**config.mk**
```make
export PLATFORM = sky130hd
export DESIGN_NAME = sblm_regs
export DESIGN_NICKNAME = d
export VERILOG_FILES = /design/src/rtl/core/sblm_pkg.sv /design/src/rtl/core/sblm_regs.sv
export SDC_FILE = /design/constraint.sdc
export NUM_CORES = 1
export LEC_CHECK = 0
export BUFFER_PORTS_ARGS = -buffer_cell sky130_fd_sc_hd__buf_4
export CORE_UTILIZATION = 40
export DETAILED_ROUTE_END_ITERATION = 6
export MAX_ROUTING_LAYER = met4
export PLACE_DENSITY = 0.61
export SLEW_MARGIN = 10
export SYNTH_ARGS = -nofsm -noshare
export SYNTH_HDL_FRONTEND = slang
export SYNTH_SLANG_ARGS = --single-unit
```
**constraint.sdc**
```tcl
create_clock -name clk_i -period 2.9 [get_ports clk_i]
set_clock_uncertainty 0.15 [all_clocks]
set_input_delay 0.725 -clock clk_i [delete_from_list [all_inputs] [get_ports clk_i]]
set_output_delay 0.725 -clock clk_i [all_outputs]
set_load 0.005 [all_outputs]
```
**src/rtl/core/sblm_pkg.sv**
```systemverilog
// Types and constants of the serial loaded bank mapper.
// No dependencies; imported by every module of the block.
package sblm_pkg;

  // Kind of bus access carried by one transaction
  typedef enum logic [1:0] {
    REQ_CPU_RD = 2'd0,
    REQ_CPU_WR = 2'd1,
    REQ_PPU_RD = 2'd2,
    REQ_PPU_WR = 2'd3
  } req_e;

  // Register picked by address bits 14:13 when the loader completes
  typedef enum logic [1:0] {
    TGT_CONTROL  = 2'd0,
    TGT_CHR_LOW  = 2'd1,
    TGT_CHR_HIGH = 2'd2,
    TGT_PRG      = 2'd3
  } tgt_e;

  // PRG banking mode, control bits 3:2
  typedef enum logic [1:0] {
    PRG_32K_A    = 2'd0,
    PRG_32K_B    = 2'd1,
    PRG_FIX_LOW  = 2'd2,
    PRG_FIX_HIGH = 2'd3
  } prg_mode_e;

  // Configuration register indexes
  typedef enum logic [0:0] {
    CFG_PRG_BANK_COUNT = 1'b0,
    CFG_CHR_BANK_COUNT = 1'b1
  } cfg_reg_e;

  localparam logic [4:0] CONTROL_RST    = 5'h1C;
  localparam logic [4:0] CONTROL_CLR_OR = 5'h0C;
  localparam logic [4:0] BANK_COUNT_RST = 5'd16;
  localparam logic [2:0] SRAM_REGION    = 3'b011;
  localparam logic [2:0] CHR_REGION     = 3'b000;
  localparam int unsigned LOAD_BITS     = 5;
  localparam int unsigned WRAM_AW       = 13;

  typedef struct packed {
    logic [1:0]  req_type;
    logic [15:0] addr;
    logic [7:0]  write_data;
  } in_t;

  typedef struct packed {
    logic        handled;
    logic        to_sram;
    logic [17:0] xlat_addr;
    logic [7:0]  read_data;
    logic [1:0]  mirror_mode;
  } out_t;

  // Loader write request from the decoder
  typedef struct packed {
    logic       wr;
    logic       clear;
    logic       data_bit;
    logic [1:0] target;
  } ldr_req_t;

  // Current banking state seen by the translator
  typedef struct packed {
    logic [4:0] control;
    logic [4:0] chr_low;
    logic [4:0] chr_high;
    logic [4:0] chr_full;
    logic [2:0] prg_full;
    logic [3:0] prg_low;
    logic [3:0] prg_high;
    logic [4:0] chr_count;
    logic [1:0] mirror_next;
  } bank_t;

endpackage

```
**src/rtl/core/sblm_regs.sv**
```systemverilog
// Serial loader, bank registers and configuration registers of the mapper.
// Depends on sblm_pkg.
module sblm_regs (
  input  logic                clk_i,
  input  logic                rst_ni,
  input  logic                cfg_valid_i,
  input  sblm_pkg::cfg_reg_e  cfg_index_i,
  input  logic [4:0]          cfg_data_i,
  input  sblm_pkg::ldr_req_t  ldr_i,
  output sblm_pkg::bank_t     bank_o
);
  import sblm_pkg::*;

  logic [4:0] prg_count_q, prg_count_d;
  logic [4:0] chr_count_q, chr_count_d;
  logic [4:0] control_q, control_d;
  logic [4:0] shift_q, shift_d;
  logic [2:0] count_q, count_d;
  logic [4:0] chr_low_q, chr_low_d;
  logic [4:0] chr_high_q, chr_high_d;
  logic [4:0] chr_full_q, chr_full_d;
  logic [2:0] prg_full_q, prg_full_d;
  logic [3:0] prg_low_q, prg_low_d;
  logic [3:0] prg_high_q, prg_high_d;
  logic [4:0] shift_new;
  logic [2:0] count_new;
  logic [4:0] cfg_last;
  logic [4:0] prg_last;

  assign shift_new = {ldr_i.data_bit, shift_q[4:1]};
  assign count_new = count_q + 3'd1;
  assign cfg_last  = cfg_data_i - 5'd1;
  assign prg_last  = prg_count_q - 5'd1;

  // Loader shifting, commit to target register, configuration writes
  always_comb begin
    prg_count_d = prg_count_q;
    chr_count_d = chr_count_q;
    control_d   = control_q;
    shift_d     = shift_q;
    count_d     = count_q;
    chr_low_d   = chr_low_q;
    chr_high_d  = chr_high_q;
    chr_full_d  = chr_full_q;
    prg_full_d  = prg_full_q;
    prg_low_d   = prg_low_q;
    prg_high_d  = prg_high_q;

    if (ldr_i.wr) begin
      if (ldr_i.clear) begin
        shift_d   = '0;
        count_d   = '0;
        control_d = control_q | CONTROL_CLR_OR;
      end else if (count_new >= 3'(LOAD_BITS)) begin
        shift_d = '0;
        count_d = '0;
        case (tgt_e'(ldr_i.target))
          TGT_CONTROL: begin
            control_d = shift_new;
          end
          TGT_CHR_LOW: begin
            if (control_q[4]) begin
              chr_low_d = shift_new;
            end else begin
              chr_full_d = {shift_new[4:1], 1'b0};
            end
          end
          TGT_CHR_HIGH: begin
            if (control_q[4]) begin
              chr_high_d = shift_new;
            end
          end
          TGT_PRG: begin
            case (prg_mode_e'(control_q[3:2]))
              PRG_FIX_LOW: begin
                prg_low_d  = '0;
                prg_high_d = shift_new[3:0];
              end
              PRG_FIX_HIGH: begin
                prg_low_d  = shift_new[3:0];
                prg_high_d = prg_last[3:0];
              end
              default: begin
                prg_full_d = shift_new[3:1];
              end
            endcase
          end
          default: begin
            control_d = control_q;
          end
        endcase
      end else begin
        shift_d = shift_new;
        count_d = count_new;
      end
    end

    if (cfg_valid_i) begin
      case (cfg_index_i)
        CFG_PRG_BANK_COUNT: begin
          prg_count_d = cfg_data_i;
          prg_high_d  = cfg_last[3:0];
        end
        CFG_CHR_BANK_COUNT: begin
          chr_count_d = cfg_data_i;
        end
        default: begin
          chr_count_d = chr_count_q;
        end
      endcase
    end
  end

  // State registers
  always_ff @(posedge clk_i or negedge rst_ni) begin
    if (!rst_ni) begin
      prg_count_q <= BANK_COUNT_RST;
      chr_count_q <= BANK_COUNT_RST;
      control_q   <= CONTROL_RST;
      shift_q     <= '0;
      count_q     <= '0;
      chr_low_q   <= '0;
      chr_high_q  <= '0;
      chr_full_q  <= '0;
      prg_full_q  <= '0;
      prg_low_q   <= '0;
      prg_high_q  <= 4'hF;
    end else begin
      prg_count_q <= prg_count_d;
      chr_count_q <= chr_count_d;
      control_q   <= control_d;
      shift_q     <= shift_d;
      count_q     <= count_d;
      chr_low_q   <= chr_low_d;
      chr_high_q  <= chr_high_d;
      chr_full_q  <= chr_full_d;
      prg_full_q  <= prg_full_d;
      prg_low_q   <= prg_low_d;
      prg_high_q  <= prg_high_d;
    end
  end

  assign bank_o.control     = control_q;
  assign bank_o.chr_low     = chr_low_q;
  assign bank_o.chr_high    = chr_high_q;
  assign bank_o.chr_full    = chr_full_q;
  assign bank_o.prg_full    = prg_full_q;
  assign bank_o.prg_low     = prg_low_q;
  assign bank_o.prg_high    = prg_high_q;
  assign bank_o.chr_count   = chr_count_q;
  assign bank_o.mirror_next = control_d[1:0];

endmodule

```
==> results.yml <==
outcome:
  status: "finished, violations left"
  violations: "negative setup slack"
routing:
  detail_route.wl_per_cell_um: 15.4
  drt_iter0_drc: 87
  route.detailed.drc: 0
  vias: 1537
  drt-vias-per-instance: 5.16
  first_pass_iters: 4
  ant_nets: 0
  routed_wl_um: 4580
synth:
  synth.cell_area_sq_mm: 0.00209
  yosysSeqAreaShare_pct: 55.4
  ys_async_sr_fraction_pct: 100
  synth_top_area_share_pct: 45.4
  synthTopCellsByArea: "dfrtp_1 (45%), mux2_2 (11%), dfstp_2 (10%)"
  ys.warnings.count: 0
  ys_seq_elements: 46
  postSynthCellCount: 172
  synth_area_per_cell_sq_um: 12.2
  synth-main-ff-cell: "dfrtp_1"
  synth.most_common_cell: "dfrtp_1"
  synth_edf_count: 0
  synth_nets: 190
  synth_top_cell_by_area: "dfrtp_1"
  synth_common_cells: "dfrtp_1 (38), mux2_2 (21), nand2_1 (19)"
  yosysUniqueCellTypes: 38
global_route:
  grt_pass1_vias: 1547
  antenna_found_initial: 0
  overflow: 0
  grt_max_degree: 47
  grt_pass1_wl_um: 7550
  grt.total_usage_pct: 18.8
critical_path:
  arrival_ps: 2030
  crit_path_end_kind: "primary output"
  crit_fanout: 3
  required_ps: 2030
  critPathKind: "register to primary output"
  critPathLaunchType: "register"
floorplan:
  core_area_sq_mm: 0.00488
  start_util_pct: 42.9
  chipWidth_um: 74.4
  die_h_um: 74.4
  die_area_sq_mm: 0.00553
  core.rowCount: 25
  num_io_pins: 52
cells_and_area:
  diodes: 0
  syn2layout_area_growth_pct: 28.4
  fin_util_pct: 55.1
  drive_gt1_share_pct: 48.1
  finalNetCount: 248
cts:
  cts.path.max_buffers: 2
  cts_buffers: 5
  path_clk_slew_ps: 90
  insertion_delay_ps: 290
  cts_root_buffer: "clkbuf_8"
  clock_sinks: 46
  cts_tree: "yes"
  h-tree-depth: 2
power_and_ir_drop:
  leakagePower_nw: 1.32
  irDropWorstVdd_uv: 254
  pwr_density_cell_mw_per_mm2: 500
sta:
  whs_ps: 266
  max_slew_margin_pct: 61.6
  setup_slack_ps: -1.62
  slew_viol_final: 0
  finalSetupViolCount: 1
  period_minus_slack_ps: 2900
  tightest_slew_ps: 576
  fin_crit_sh_pct: 100
  finalHoldViolCount: 0
  grt_setup_unrepaired: "true"
  final.setup.tns_ps: -1.62
  clock.fmax_mhz: 345
placement:
  io_buffers: 50
  place.gp.congestion: 0.754
  hpwlAfterDp_um: 3190
worst_hold_path:
  hold_class: "primary input to async pin"
run:
  cap_violations: 0
## where the power goes
| group | internal, mW | leakage, nW | total [mW] | switching, mW |
|---|---|---|---|---|
| combinational | 0.124 | 0.684 | 0.222 | 0.0973 |
| clock | 0.169 | 0.0441 | 0.387 | 0.218 |
| sequential | 0.694 | 0.595 | 0.735 | 0.0401 |
## cells by family (layout without fill, tap and decap cells)
logic type	Yosys count	after routing	share of synthesized area, %
flops	46	46	55.4
simple gates	45	45	11.2
fa+ha+maj	4	4	2.39
buf+inv	15	74	3.76
xor+xnor	5	5	2.45
mux	28	28	15.6
other cells	1	1	0.179
compound gates	28	28	9.02
## repair_timing
action | 4_1_cts | 5_1_grt
gates resized for setup | 6 | 2
hold buffers | 0 | 0
endpoints found under the setup margin | 2 | 2
buffers inserted | 3 | 2
pin swaps | 2 | 0
hold endpoints to repair | 0 | 0
## through the flow
stage / setup slack, ps / std cells / instance area (sq um) / power [mW]
floorplan: 263 / 172 / 2090 / 0.838
CTS: 5.17 / 296 / 2670 / 1.35
finish: -1.62 / 298 / 2690 / 1.34
detailed placement: 119 / 285 / 2530 / 0.946
global placement: 193 / 285 / 2530 / 0.936
global route: -69.3 / 298 / 2690 / 1.42
## cell usage in the layout (no fill, tap or decap), drive strengths merged, types with 5 or more instances in the layout
cell and count:
o21ai 13, mux2 25, clkbuf 5, dfrtp 38, nand2 19, nor3 5, inv 7, dfstp 8
nor2 7, buf 59
## state kept, by name, summed over array words and instances, names as in the netlist
signal       flops
prg_full_q       3
shift_q          4
chr_high_q       5
count_q          3
prg_count_q      4
prg_high_q       4
control_q        5
prg_low_q        4
chr_low_q        5
chr_full_q       4
chr_count_q      5
## final cells by class
cell class / count / area, sq um
well taps: 67 / 83.8
fillers: 431 / 2190
repair buffers: 59 / 450
clock inverters: 3 / 21.3
flip-flops and latches: 46 / 1160
clock buffers: 5 / 68.8
inverters: 7 / 26.3
multi-input cells: 111 / 877
## per-layer routing
layer / vias up / share of wire, % / GRT usage [%]
li1: 718 / - / -
met1: 752 / 44 / 23.3
met2: 54 / 48 / 29.7
met3: 13 / 5.1 / 4.74
met4: 0 / 2.4 / 7.13
met5: - / 0 / -
## path summary, 6_finish.rpt
check	from	end	slack, ps	depth (start not counted)
setup / recovery	count_q[0]	bank_o[1]	-2	6
hold / removal	rst_ni	prg_count_q[3]	270	1
setup reg to reg	count_q[0]	prg_high_q[0]	420	5
hold reg to reg	chr_count_q[0]	chr_count_q[0]	340	2
max in group asynchronous	rst_ni	control_q[4]	1930	1
min in group clk_i	chr_count_q[0]	chr_count_q[0]	340	2
## worst max-delay path, cell delays in order (launching register included)
cell     delay, ps
dfrtp_1        410
inv_2           90
ha_4           210
or3b_4         380
nand4_1        200
mux2_4         340
buf_6          120
No activity file was read; power rests on OpenSTA's default activity.
